===== config.mk =====
export PLATFORM = sky130hd
export DESIGN_NAME = graph_depth_first_order
export DESIGN_NICKNAME = d
export VERILOG_FILES = /design/src/sv/gdfo_pkg.sv /design/src/sv/gdfo_adj_mem.sv /design/src/sv/gdfo_stack_mem.sv /design/src/sv/graph_depth_first_order.sv
export SDC_FILE = /design/constraint.sdc
export NUM_CORES = 1
export LEC_CHECK = 0
export BUFFER_PORTS_ARGS = -buffer_cell sky130_fd_sc_hd__buf_2
export CAP_MARGIN = 5
export CELL_PAD_IN_SITES_DETAIL_PLACEMENT = 1
export CELL_PAD_IN_SITES_GLOBAL_PLACEMENT = 2
export CORE_MARGIN = 5
export CORE_UTILIZATION = 49
export DETAILED_ROUTE_END_ITERATION = 8
export PLACE_DENSITY_LB_ADDON = 0.25
export SYNTH_ARGS = -nofsm -noshare
export SYNTH_HDL_FRONTEND = slang
export SYNTH_SLANG_ARGS = --single-unit

===== constraint.sdc =====
create_clock -name clock -period 11 [get_ports clock]
set_input_delay 2.2 -clock clock [delete_from_list [all_inputs] [get_ports clock]]
set_output_delay 2.2 -clock clock [all_outputs]
set_load 0.005 [all_outputs]

===== src/sv/gdfo_pkg.sv =====
// Shared types and constants for the depth first graph walker.
// Used by the walker, its stack memory and the testbench; depends on nothing else.
`default_nettype none

package gdfo_pkg;

   // Vertex numbers as carried on the ports and in the walk stack.
   typedef logic [4:0] vtx_type;

   // Configured vertex count register.
   typedef logic [4:0] count_type;

   // Count of vertices reported in one walk.
   typedef logic [4:0] nres_type;

   localparam int MAX_RESULTS = 16;
   localparam count_type COUNT_RESET = 5'd16;

   typedef enum logic {
      OP_ADD_EDGE = 1'b0,
      OP_RUN_WALK = 1'b1
   } op_type;

   typedef enum logic [1:0] {
      STATUS_OK            = 2'd0,
      STATUS_EDGE_REJECT   = 2'd1,
      STATUS_START_INVALID = 2'd2
   } status_type;

   typedef enum logic [2:0] {
      ST_IDLE,
      ST_CHECK,
      ST_EDGE_A,
      ST_EDGE_B,
      ST_DECIDE,
      ST_POP,
      ST_END
   } state_type;

endpackage

`default_nettype wire


===== src/sv/gdfo_adj_mem.sv =====
// Adjacency matrix memory: one row of neighbor bits per vertex.
// One write port and one registered read port; rows read as zero until written.
`default_nettype none

module gdfo_adj_mem #(
   parameter int ROWS = 16,
   parameter int AW   = 4
) (
   input  wire logic            clock,
   input  wire logic            reset,
   input  wire logic            wr_en,
   input  wire logic [AW-1:0]   wr_addr,
   input  wire logic [ROWS-1:0] wr_data,
   input  wire logic            rd_en,
   input  wire logic [AW-1:0]   rd_addr,
   output logic      [ROWS-1:0] rd_data
);

   logic [ROWS-1:0] mem [ROWS];
   logic [ROWS-1:0] row_valid_ff;
   logic [ROWS-1:0] rd_data_ff;

   // Storage array; the read returns the contents from before a same-cycle write.
   always_ff @(posedge clock) begin
      if (wr_en) begin
         mem[wr_addr] <= wr_data;
      end
      if (rd_en) begin
         rd_data_ff <= row_valid_ff[rd_addr] ? mem[rd_addr] : '0;
      end
   end

   // Row valid bits stand in for clearing the array at reset.
   always_ff @(posedge clock) begin
      if (reset) begin
         row_valid_ff <= '0;
      end else if (wr_en) begin
         row_valid_ff[wr_addr] <= 1'b1;
      end
   end

   assign rd_data = rd_data_ff;

endmodule

`default_nettype wire


===== src/sv/gdfo_stack_mem.sv =====
// Walk stack memory holding the vertex numbers on the current path.
// One write port and one registered read port; uses gdfo_pkg for the vertex type.
`default_nettype none

module gdfo_stack_mem #(
   parameter int DEPTH = 16,
   parameter int AW    = 4
) (
   input  wire logic              clock,
   input  wire logic              wr_en,
   input  wire logic [AW-1:0]     wr_addr,
   input  wire gdfo_pkg::vtx_type wr_data,
   input  wire logic              rd_en,
   input  wire logic [AW-1:0]     rd_addr,
   output gdfo_pkg::vtx_type      rd_data
);

   gdfo_pkg::vtx_type mem [DEPTH];
   gdfo_pkg::vtx_type rd_data_ff;

   // Entries are only read after they have been pushed, so no reset is kept.
   always_ff @(posedge clock) begin
      if (wr_en) begin
         mem[wr_addr] <= wr_data;
      end
      if (rd_en) begin
         rd_data_ff <= mem[rd_addr];
      end
   end

   assign rd_data = rd_data_ff;

endmodule

`default_nettype wire


===== src/sv/graph_depth_first_order.sv =====
// Depth first graph walker. An accepted edge request gives its one response through the states
// CHECK, EDGE_A and EDGE_B; a rejected edge or an invalid start gives it from CHECK.
// A walk passes CHECK to the start, then takes one DECIDE step per visited vertex
// and a DECIDE and a POP step per backtrack, as the adjacency and stack memories
// have registered reads. One request is worked at a time.
// Synchronous reset empties the graph at once through row valid bits (no clearing
// pass) and sets the vertex count to 16.
`default_nettype none

module graph_depth_first_order #(
   parameter int MAX_VERTICES = 16
) (
   input  wire logic       clock,
   input  wire logic       reset,
   // Request channel.
   input  wire logic       req_valid,
   output logic            req_stall,
   input  wire logic       req_operation,
   input  wire logic [4:0] req_edge_from,
   input  wire logic [4:0] req_edge_to,
   input  wire logic [4:0] req_start_vertex,
   // Response channel.
   output logic            rsp_valid,
   input  wire logic       rsp_stall,
   output logic [4:0]      rsp_visited_vertex,
   output logic [1:0]      rsp_status,
   output logic            rsp_last,
   // Vertex count register.
   input  wire logic       csr_write_enable,
   input  wire logic [4:0] csr_write_data
);

   localparam int AW = $clog2(MAX_VERTICES);
   localparam int DW = $clog2(MAX_VERTICES + 1);

   gdfo_pkg::state_type  state_ff, state_in;
   gdfo_pkg::op_type     op_ff, op_in;
   gdfo_pkg::vtx_type    from_ff, from_in;
   gdfo_pkg::vtx_type    to_ff, to_in;
   gdfo_pkg::vtx_type    start_ff, start_in;
   gdfo_pkg::count_type  count_ff;
   logic [MAX_VERTICES-1:0] visited_ff, visited_in;
   logic [DW-1:0]        depth_ff, depth_in;
   gdfo_pkg::vtx_type    top_ff, top_in;
   gdfo_pkg::vtx_type    pend_ff, pend_in;
   gdfo_pkg::nres_type   nres_ff, nres_in;

   logic                 rsp_valid_ff, rsp_valid_in;
   gdfo_pkg::vtx_type    rsp_vertex_ff, rsp_vertex_in;
   gdfo_pkg::status_type rsp_status_ff, rsp_status_in;
   logic                 rsp_last_ff, rsp_last_in;

   logic                    adj_wr_en, adj_rd_en;
   logic [AW-1:0]           adj_wr_addr, adj_rd_addr;
   logic [MAX_VERTICES-1:0] adj_wr_data, adj_rd_data;
   logic                    stk_wr_en, stk_rd_en;
   logic [AW-1:0]           stk_wr_addr, stk_rd_addr;
   gdfo_pkg::vtx_type       stk_wr_data, stk_rd_data;

   logic [MAX_VERTICES-1:0] act_mask;
   logic [MAX_VERTICES-1:0] cand;
   logic [AW-1:0]           cand_idx;
   gdfo_pkg::vtx_type       cand_v;
   logic [DW-1:0]           depth_m2;
   logic                    out_free;
   logic                    push_ok;

   // Row index of a vertex numbered from one.
   function automatic logic [AW-1:0] vidx(gdfo_pkg::vtx_type x);
      gdfo_pkg::vtx_type xm;
      xm = x - gdfo_pkg::vtx_type'(1);
      return AW'(xm);
   endfunction

   // Bit mask with only the bit of vertex x set.
   function automatic logic [MAX_VERTICES-1:0] vbit(gdfo_pkg::vtx_type x);
      logic [MAX_VERTICES-1:0] m;
      for (int i = 0; i < MAX_VERTICES; i++) begin
         m[i] = (int'(x) == i + 1);
      end
      return m;
   endfunction

   // A vertex is usable when it lies in one to the active count and does not exceed MAX_VERTICES.
   function automatic logic vok(gdfo_pkg::vtx_type x, gdfo_pkg::count_type c);
      return (x != '0) && (int'(x) <= MAX_VERTICES) && (x <= c);
   endfunction

   gdfo_adj_mem #(
      .ROWS (MAX_VERTICES),
      .AW   (AW)
   ) u_adj (
      .clock   (clock),
      .reset   (reset),
      .wr_en   (adj_wr_en),
      .wr_addr (adj_wr_addr),
      .wr_data (adj_wr_data),
      .rd_en   (adj_rd_en),
      .rd_addr (adj_rd_addr),
      .rd_data (adj_rd_data)
   );

   gdfo_stack_mem #(
      .DEPTH (MAX_VERTICES),
      .AW    (AW)
   ) u_stack (
      .clock   (clock),
      .wr_en   (stk_wr_en),
      .wr_addr (stk_wr_addr),
      .wr_data (stk_wr_data),
      .rd_en   (stk_rd_en),
      .rd_addr (stk_rd_addr),
      .rd_data (stk_rd_data)
   );

   // Vertex count register.
   always_ff @(posedge clock) begin
      if (reset) begin
         count_ff <= gdfo_pkg::COUNT_RESET;
      end else if (csr_write_enable) begin
         count_ff <= csr_write_data;
      end
   end

   // Vertices above the active count are ignored by the walk.
   always_comb begin
      for (int i = 0; i < MAX_VERTICES; i++) begin
         act_mask[i] = (i < int'(count_ff));
      end
   end

   // Lowest-numbered unvisited neighbor of the top vertex.
   always_comb begin
      cand     = adj_rd_data & ~visited_ff & act_mask;
      cand_idx = '0;
      for (int i = MAX_VERTICES - 1; i >= 0; i--) begin
         if (cand[i]) begin
            cand_idx = AW'(i);
         end
      end
      cand_v = gdfo_pkg::vtx_type'(cand_idx) + gdfo_pkg::vtx_type'(1);
   end

   assign out_free = !rsp_valid_ff || !rsp_stall;
   assign depth_m2 = depth_ff - DW'(2);
   assign push_ok  = int'(depth_ff) < MAX_VERTICES;

   // Sequencer: next state, memory accesses and response generation.
   always_comb begin
      state_in      = state_ff;
      op_in         = op_ff;
      from_in       = from_ff;
      to_in         = to_ff;
      start_in      = start_ff;
      visited_in    = visited_ff;
      depth_in      = depth_ff;
      top_in        = top_ff;
      pend_in       = pend_ff;
      nres_in       = nres_ff;
      rsp_valid_in  = rsp_valid_ff && rsp_stall;
      rsp_vertex_in = rsp_vertex_ff;
      rsp_status_in = rsp_status_ff;
      rsp_last_in   = rsp_last_ff;
      adj_wr_en     = 1'b0;
      adj_wr_addr   = '0;
      adj_wr_data   = '0;
      adj_rd_en     = 1'b0;
      adj_rd_addr   = '0;
      stk_wr_en     = 1'b0;
      stk_wr_addr   = '0;
      stk_wr_data   = '0;
      stk_rd_en     = 1'b0;
      stk_rd_addr   = '0;

      case (state_ff)
         gdfo_pkg::ST_IDLE: begin
            if (req_valid) begin
               op_in    = gdfo_pkg::op_type'(req_operation);
               from_in  = req_edge_from;
               to_in    = req_edge_to;
               start_in = req_start_vertex;
               state_in = gdfo_pkg::ST_CHECK;
            end
         end

         gdfo_pkg::ST_CHECK: begin
            if (op_ff == gdfo_pkg::OP_ADD_EDGE) begin
               if (!(vok(from_ff, count_ff) && vok(to_ff, count_ff))) begin
                  if (out_free) begin
                     rsp_valid_in  = 1'b1;
                     rsp_vertex_in = '0;
                     rsp_status_in = gdfo_pkg::STATUS_EDGE_REJECT;
                     rsp_last_in   = 1'b1;
                     state_in      = gdfo_pkg::ST_IDLE;
                  end
               end else begin
                  adj_rd_en   = 1'b1;
                  adj_rd_addr = vidx(from_ff);
                  state_in    = gdfo_pkg::ST_EDGE_A;
               end
            end else if (!vok(start_ff, count_ff)) begin
               if (out_free) begin
                  rsp_valid_in  = 1'b1;
                  rsp_vertex_in = '0;
                  rsp_status_in = gdfo_pkg::STATUS_START_INVALID;
                  rsp_last_in   = 1'b1;
                  state_in      = gdfo_pkg::ST_IDLE;
               end
            end else begin
               // Start the walk: the start vertex is the first entry of the order.
               visited_in  = vbit(start_ff);
               stk_wr_en   = 1'b1;
               stk_wr_addr = '0;
               stk_wr_data = start_ff;
               depth_in    = DW'(1);
               top_in      = start_ff;
               pend_in     = start_ff;
               nres_in     = gdfo_pkg::nres_type'(1);
               adj_rd_en   = 1'b1;
               adj_rd_addr = vidx(start_ff);
               state_in    = gdfo_pkg::ST_DECIDE;
            end
         end

         gdfo_pkg::ST_EDGE_A: begin
            // A self loop reads back the old row here, which gives the same write.
            adj_wr_en   = 1'b1;
            adj_wr_addr = vidx(from_ff);
            adj_wr_data = adj_rd_data | vbit(to_ff);
            adj_rd_en   = 1'b1;
            adj_rd_addr = vidx(to_ff);
            state_in    = gdfo_pkg::ST_EDGE_B;
         end

         gdfo_pkg::ST_EDGE_B: begin
            if (out_free) begin
               adj_wr_en     = 1'b1;
               adj_wr_addr   = vidx(to_ff);
               adj_wr_data   = adj_rd_data | vbit(from_ff);
               rsp_valid_in  = 1'b1;
               rsp_vertex_in = '0;
               rsp_status_in = gdfo_pkg::STATUS_OK;
               rsp_last_in   = 1'b1;
               state_in      = gdfo_pkg::ST_IDLE;
            end
         end

         gdfo_pkg::ST_DECIDE: begin
            if (cand == '0) begin
               // Backtrack; fetch the new top from the stack unless it is empty.
               depth_in = depth_ff - DW'(1);
               if (depth_ff == DW'(1)) begin
                  state_in = gdfo_pkg::ST_END;
               end else begin
                  stk_rd_en   = 1'b1;
                  stk_rd_addr = depth_m2[AW-1:0];
                  state_in    = gdfo_pkg::ST_POP;
               end
            end else if (out_free) begin
               // The held vertex is not the last one, so it goes out now.
               rsp_valid_in  = 1'b1;
               rsp_vertex_in = pend_ff;
               rsp_status_in = gdfo_pkg::STATUS_OK;
               rsp_last_in   = 1'b0;
               pend_in       = cand_v;
               visited_in    = visited_ff | vbit(cand_v);
               nres_in       = nres_ff + gdfo_pkg::nres_type'(1);
               adj_rd_en     = 1'b1;
               adj_rd_addr   = vidx(top_ff);
               if (push_ok) begin
                  stk_wr_en   = 1'b1;
                  stk_wr_addr = depth_ff[AW-1:0];
                  stk_wr_data = cand_v;
                  depth_in    = depth_ff + DW'(1);
                  top_in      = cand_v;
                  adj_rd_addr = vidx(cand_v);
               end
               if (nres_in == gdfo_pkg::nres_type'(gdfo_pkg::MAX_RESULTS)) begin
                  state_in = gdfo_pkg::ST_END;
               end
            end
         end

         gdfo_pkg::ST_POP: begin
            top_in      = stk_rd_data;
            adj_rd_en   = 1'b1;
            adj_rd_addr = vidx(stk_rd_data);
            state_in    = gdfo_pkg::ST_DECIDE;
         end

         gdfo_pkg::ST_END: begin
            if (out_free) begin
               rsp_valid_in  = 1'b1;
               rsp_vertex_in = pend_ff;
               rsp_status_in = gdfo_pkg::STATUS_OK;
               rsp_last_in   = 1'b1;
               state_in      = gdfo_pkg::ST_IDLE;
            end
         end

         default: begin
            state_in = gdfo_pkg::ST_IDLE;
         end
      endcase
   end

   // Control registers.
   always_ff @(posedge clock) begin
      if (reset) begin
         state_ff     <= gdfo_pkg::ST_IDLE;
         visited_ff   <= '0;
         depth_ff     <= '0;
         nres_ff      <= '0;
         rsp_valid_ff <= 1'b0;
      end else begin
         state_ff     <= state_in;
         visited_ff   <= visited_in;
         depth_ff     <= depth_in;
         nres_ff      <= nres_in;
         rsp_valid_ff <= rsp_valid_in;
      end
   end

   // Request and response payload registers.
   always_ff @(posedge clock) begin
      op_ff         <= op_in;
      from_ff       <= from_in;
      to_ff         <= to_in;
      start_ff      <= start_in;
      top_ff        <= top_in;
      pend_ff       <= pend_in;
      rsp_vertex_ff <= rsp_vertex_in;
      rsp_status_ff <= rsp_status_in;
      rsp_last_ff   <= rsp_last_in;
   end

   assign req_stall          = (state_ff != gdfo_pkg::ST_IDLE);
   assign rsp_valid          = rsp_valid_ff;
   assign rsp_visited_vertex = rsp_vertex_ff;
   assign rsp_status         = rsp_status_ff;
   assign rsp_last           = rsp_last_ff;

`ifndef NO_ASSERTIONS
   // The stack never holds more entries than there are vertices.
   a_depth_bound : assert property (@(posedge clock) disable iff (reset)
      int'(depth_ff) <= MAX_VERTICES)
      else $error("walk stack depth exceeds its size");

   // A step is only taken with a vertex on the stack.
   a_decide_depth : assert property (@(posedge clock) disable iff (reset)
      (state_ff == gdfo_pkg::ST_DECIDE) |-> (depth_ff != '0))
      else $error("walk step with an empty stack");

   // During a walk only active vertices are marked visited.
   a_visited_active : assert property (@(posedge clock) disable iff (reset)
      (state_ff == gdfo_pkg::ST_DECIDE || state_ff == gdfo_pkg::ST_POP)
      |-> ((visited_ff & ~act_mask) == '0))
      else $error("inactive vertex marked visited");

   // A walk reports no more than the result limit.
   a_result_bound : assert property (@(posedge clock) disable iff (reset)
      int'(nres_ff) <= gdfo_pkg::MAX_RESULTS)
      else $error("walk reported too many vertices");
`endif

endmodule

`default_nettype wire


Yosys cells after proc, flatten, opt, wreduce, memory -nomap -nowiden --
Memory sizes are Yosys's and may differ from the RTL's. A register that Yosys moved wholly into a read port is not among the register bits. Cells that the tools add are included.
Storage, ports and cells: bits in registers 84, RAM bits 336, output and inout port bits 10, word-level logic and storage cells 303, memories kept 2
Cells by class: add/subtract/negate cells 11, order comparisons 26, eq/ne operators 84, multiplexer cells 124, bitwise logic cells 7, reductions and logical operators 33
Memory list:
- u_adj.mem | depth 16, width 16, read ports 1, clocked after memory_dff 1, wr ports 1, RTL line gdfo_adj_mem.sv:19 | logic [ROWS-1:0] mem [ROWS];
- u_stack.mem | depth 16, width 5, read ports 1, clocked after memory_dff 1, wr ports 1, RTL line gdfo_stack_mem.sv:18 | gdfo_pkg::vtx_type mem [DEPTH];
Operator list (count):
- $eq A5 B5 Y1 const B | 37
- $mux W4 | 33
- $mux W5 | 22
- $eq A5 B4 Y1 const B | 16
- $mux W16 | 5
- $or A16 B16 Y16 | 4
- $pmux W16 S2 | 2
- $eq A5 B3 Y1 const B | 8
- $lt A4 B5 Y1 const A | 8
- $pmux W5 S2 | 4
- $and A16 B16 Y16 | 2
- $mux W1 | 29
- $mux W3 | 8
- $sub A4 B1 Y4 const B | 6
- $eq A5 B2 Y1 const B | 4
- $lt A3 B5 Y1 const A | 4
- $pmux W5 S4 | 1
- $reduce_and A5 Y1 | 4
- $pmux W3 S6 | 1
- $logic_not A16 Y1 | 1
- $mux W2 | 8
- $not A16 Y16 | 1
- $pmux W4 S4 | 1
- $le A5 B5 Y1 | 3
- other kinds (36) | 73

Depth between registers and ports, before layout --
word-level depth 28, depth in mapped cells 18

Hierarchy --
Synthesis repeated with hierarchy kept, for this count alone.
Unflattened totals: cells, all modules 1285, area, all modules 19419.9 um2
By module, submodules not included:
- gdfo_adj_mem | instances 1, cells each 491, area an instance 10792.9 um2, sequential area each 8488.1 um2
- graph_depth_first_order | instances 1, cells each 639, area an instance 5363.9 um2, sequential area each 1691.6 um2
- gdfo_stack_mem | instances 1, cells each 155, area an instance 3263.1 um2, sequential area each 2552.4 um2

Worst setup path after synthesis --
OpenSTA, ideal clock, no wires.
kind input to register, start point in rsp_stall, end point mem u_adj.mem[1][0], enable pin, setup time 0.412 ns, data arrival time 4.217 ns, data required time 10.588 ns, slack 6.371 ns, cell stages on the path 6, path buffers 1, path through nand2_1 > clkbuf_1 > nand3_1 > a21oi_1 > nand2_1 > nor3_1
Between the ends: word-level cells in the longest chain between the ends 6, elaborated cells between the ends (all ways) 8, classes of those cells mux (6); reduce/logical (2)
RTL lines:
- from (decl) | RTL line graph_depth_first_order.sv:24 | input wire logic rsp_stall,
- $logic_not A1 Y1 * | RTL line graph_depth_first_order.sv:144 | assign out_free = !rsp_valid_ff || !rsp_stall;
- $logic_or A1 B1 Y1 * | RTL line graph_depth_first_order.sv:144
- $mux W1 | RTL line graph_depth_first_order.sv:236 | if (out_free) begin
- $pmux W1 S2 | RTL line graph_depth_first_order.sv:175 | case (state_ff)
- $mux W1 | RTL line gdfo_adj_mem.sv:25 | if (wr_en) begin
- $mux W1 (not written as such) | RTL line gdfo_adj_mem.sv:26 | mem[wr_addr] <= wr_data;
- to (decl) | RTL line gdfo_adj_mem.sv:19
Mark *: on every way between the ends. The rest lies on a longest branch, timed or not.

Final worst setup path --
start point reg count_ff[4], end point reg u_adj.rd_data_ff[4] (netlist: u_adj.rd_data[4]), read port of u_adj.mem, data pin
Between the ends: word-level cells in the longest chain between the ends 27, elaborated cells between the ends (all ways) 58, classes of those cells add/sub (2); order compare (19); mux (30); bitwise (1); reduce/logical (6)
RTL lines:
- from (decl) | RTL line graph_depth_first_order.sv:41 | gdfo_pkg::count_type count_ff;
- from (signal assigned) | RTL line graph_depth_first_order.sv:119 | count_ff <= gdfo_pkg::COUNT_RESET;
- from (signal assigned) | RTL line graph_depth_first_order.sv:121 | count_ff <= csr_write_data;
- $lt A4 B5 Y1 | RTL line graph_depth_first_order.sv:128 | act_mask[i] = (i < int'(count_ff));
- $and A16 B16 Y16 | RTL line graph_depth_first_order.sv:134 | cand = adj_rd_data & ~visited_ff & act_mask;
- $mux W4 (16 in series) | RTL line graph_depth_first_order.sv:137 | if (cand[i]) begin
- $add A4 B1 Y5 | RTL line graph_depth_first_order.sv:141 | cand_v = gdfo_pkg::vtx_type'(cand_idx) + gdfo_pkg::vtx_type'(1);
- $sub A4 B1 Y4 | RTL line graph_depth_first_order.sv:71 | xm = x - gdfo_pkg::vtx_type'(1);
- $mux W4 | RTL line graph_depth_first_order.sv:270 | if (push_ok) begin
- $mux W4 | RTL line graph_depth_first_order.sv:259 | end else if (out_free) begin
- $mux W4 | RTL line graph_depth_first_order.sv:249 | if (cand == '0) begin
- $pmux W4 S4 | RTL line graph_depth_first_order.sv:175
- $bmux W1 S4 | RTL line gdfo_adj_mem.sv:29 | rd_data_ff <= row_valid_ff[rd_addr] ? mem[rd_addr] : '0;
- $mux W1 (not written as such) | RTL line gdfo_adj_mem.sv:29
- $logic_not A1 Y1 (no line)
- to (decl) | RTL line gdfo_adj_mem.sv:21 | logic [ROWS-1:0] rd_data_ff;
Several ways; a longest one is shown, not always the timed one. The select of a mux whose other input is x is not followed. A chain may end at the register's enable or synchronous reset.

==> out/metrics.yaml <==
status:
  outcome: "complete, no violations"
flow_run:
  cap_violations: 0
worst_setup_path:
  startpoint_type: "flop"
  cp-end-kind: "flop"
  reg2reg_setup_slack_ns: 5.27
  crit_type: "flop to flop"
  critical_path.max_fanout: 68
  cp.required_ns: 11.31
  r2r-start: "count_ff[4]"
  r2r_cells: 16
  rr_endpoint: "u_adj.rd_data[4]"
  arrival_ns: 6.04
floorplanning:
  die_w_um: 206
  start_util_pct: 49.8
  die_area_mm2: 0.0425
  die_h_um: 206
  pin_count: 36
  fp.coreArea_mm2: 0.0378
  rows: 71
routing:
  drc_errors: 0
  wl_met1_um: 21300
  viasPerCell: 6.12
  wl_um: 51300
  postRouteAntennaNets: 0
  vias: 11800
  routed-wl-met2_um: 24800
  wl_per_cell_um: 26.5
  top_layer_used: "met4"
  drt_iter0_drc: 929
  wl_met3_um: 3350
  first_pass_iters: 4
worst_hold_path:
  min_path_type: "flop to flop"
  hp-start: "u_adj.row_valid_ff[14]"
  worstHoldEndpoint: "u_adj.row_valid_ff[14]"
  hold_path_depth: 2
power_and_ir_drop:
  power_mw: 3.78
  ir_drop_uv: 160
  power_density_mw_per_mm2: 179
  leakage_nw: 6.93
placed_design:
  portBuffers: 35
  gp_congestion: 0.872
  place_ws_ns: 4.95
  dpl-instance-area_mm2: 0.0197
  dp_hpwl_um: 33400
sta:
  fin_ws_ns: 5.27
  skew_ns: 0.0139
  finalCriticalPeriod_ns: 5.73
  final_hold_viol_count: 0
  rsz0062_at_grt: "false"
  slew_violations: 0
  fin_setup_tns_ns: 0
  post-route-period-util_pct: 52.1
  setup_viol: 0
  worst_pin_slew_ns: 1.08
  relSlewSlack_pct: 27.7
  max_freq_mhz: 174
final_layout:
  fin_area_mm2: 0.0212
  synthToLayoutAreaGrowth_pct: 12.3
  layout.nets: 1457
  final_common_cell: "edfxtp_1"
  diodes: 0
  drive_gt1_share_pct: 17.6
  mostFrequentLayoutCells: "edfxtp_1 (373), nor2_1 (115), nand2_1 (102)"
synth:
  synth_top_area_cell: "edfxtp_1"
  synth_nets: 1409
  syn_area_mm2: 0.0188
  yosys_warnings: 0
  synth_edf_count: 373
  ys_top_cells_by_area: "edfxtp_1 (59%), mux4_2 (8.1%), dfxtp_1 (5.4%), ha_1 (2.8%), nor2_1 (2.5%)"
  synth_cell_types: 71
  ys_seq_area_share_pct: 64.9
  synth.avg_cell_area_um2: 14.0
  async_flop_share_pct: 0
  ys.flop_type: "edfxtp_1"
  synth_cells: 1341
  synth_top_area_share_pct: 59.5
  ys_seq_elements: 424
cts:
  clk_path_buf_depth: 3
  cts_tree: "yes"
  clkLatencyLatePin_ns: 0.59
  cts_hold_buffers: 0
  clock-sinks: 424
  ctsResizeCount: 0
  htreeDepth: 2
  post_cts_buffers: 0
  cts_root_buf: "clkbuf_16"
  cts.reportedPaths.clkPinSlew_ns: 0.06
  cts_made_buffers: 45
global_route:
  grt_pass1_vias: 12300
  grt_max_degree: 69
  grt_overflow_total: 0
  grt_first_pass_wirelength_um: 76900
  grt_usage_pct: 24.4
  antenna_found_initial: 2
[stage by stage]
stage                     util (%)  std cells  hold WS, ns
after floorplan                  -       1341        0.435
after global placement        52.0       1853        0.445
after detailed placement      52.0       1853        0.460
after CTS                     55.9       1935        0.474
after global routing          55.9       1935        0.494
final                         55.9       1935        0.469
[final cells by class]
| type | instances | area [um2] |
|---|---|---|
| Fill cell | 3662 | 16700 |
| Sequential cell | 424 | 12200 |
| Multi-Input combinational cell | 820 | 6280 |
| Clock buffer | 60 | 1240 |
| Tap cell | 511 | 639 |
| Timing Repair Buffer | 70 | 438 |
| Clock inverter | 22 | 226 |
| Inverter | 28 | 108 |
[sequential cells by signal (all words and copies together), names as in the netlist, 2 cells and up]
| register | flops |
|---|---|
| u_stack.mem | 64 |
| state_ff | 3 |
| rsp_visited_vertex | 5 |
| pend_ff | 5 |
| count_ff | 5 |
| rsp_status | 2 |
| visited_ff | 16 |
| u_adj.mem | 256 |
| from_ff | 5 |
| to_ff | 5 |
| depth_ff | 5 |
| top_ff | 4 |
| nres_ff | 5 |
| start_ff | 5 |
| u_adj.rd_data | 16 |
| u_stack.rd_data | 4 |
| u_adj.row_valid_ff | 16 |
[kinds of logic (layout without fill, tap and decap cells)]
family / Yosys count / after routing / synth area share [%]
xor gates and xnor gates: 15 / 15 / 0.697
buffers and inverters: 97 / 180 / 2.20
adders and majority gates: 42 / 42 / 2.79
DFF: 424 / 424 / 64.9
muxes: 102 / 102 / 10.0
and+or+nand+nor: 405 / 405 / 10.1
AOI/OAI and AO/OA: 256 / 256 / 9.31
[critical path, cell delays in order, from the launching register on]
cell and delay (ns):
dfxtp_1 0.63, inv_4 0.11, o32a_1 0.36, o2111ai_1 0.23
nand4b_1 0.25, a21oi_2 0.45, ha_1 0.37, mux2i_1 0.26
ha_1 0.28, nor2_1 0.11, nor3_1 0.10, o31ai_4 0.07
buf_4 0.83, mux4_2 0.60, mux2i_1 0.21, mux2_4 0.43
a221oi_1 0.11
[worst max-delay path by stage]
stage               slack [ns]   startpoint               end
floorplan                 6.37    rsp_stall   u_adj.mem[1][0]
CTS                       5.26  count_ff[4]  u_adj.rd_data[4]
detailed placement        4.95    rsp_stall  u_adj.rd_data[4]
global placement          5.04    rsp_stall  u_adj.rd_data[2]
global route              5.01  count_ff[4]  u_adj.rd_data[4]
finish                    5.27  count_ff[4]  u_adj.rd_data[4]
[power by group]
group          leakage [nW]  switching [mW]  internal [mW]
clock network         0.718           0.637          0.873
registers              3.61          0.0458           1.79
logic                  2.60           0.277          0.162
total                  6.93           0.960           2.82
[layer usage]
metal	vias to the layer above	global-route usage, %
met3	101	3.92
met5	-	0
met4	0	9.32
li1	5289	-
met2	406	39.8
met1	6051	33.2
[Yosys cell counts (all sizes together), types with 9 or more instances]
cell	n
mux4	68
nor2b	22
buf	27
nand2	102
or3	9
nand2b	21
a211oi	15
a221oi	16
ha	42
edfxtp	373
xnor2	13
inv	28
a31oi	9
and2	18
a311oi	12
a21oi	91
nor3	50
clkbuf	42
mux2i	27
nor2	127
o21ai	32
nand3	17
dfxtp	51
o22ai	19
Power figures use the tool's default switching activity.
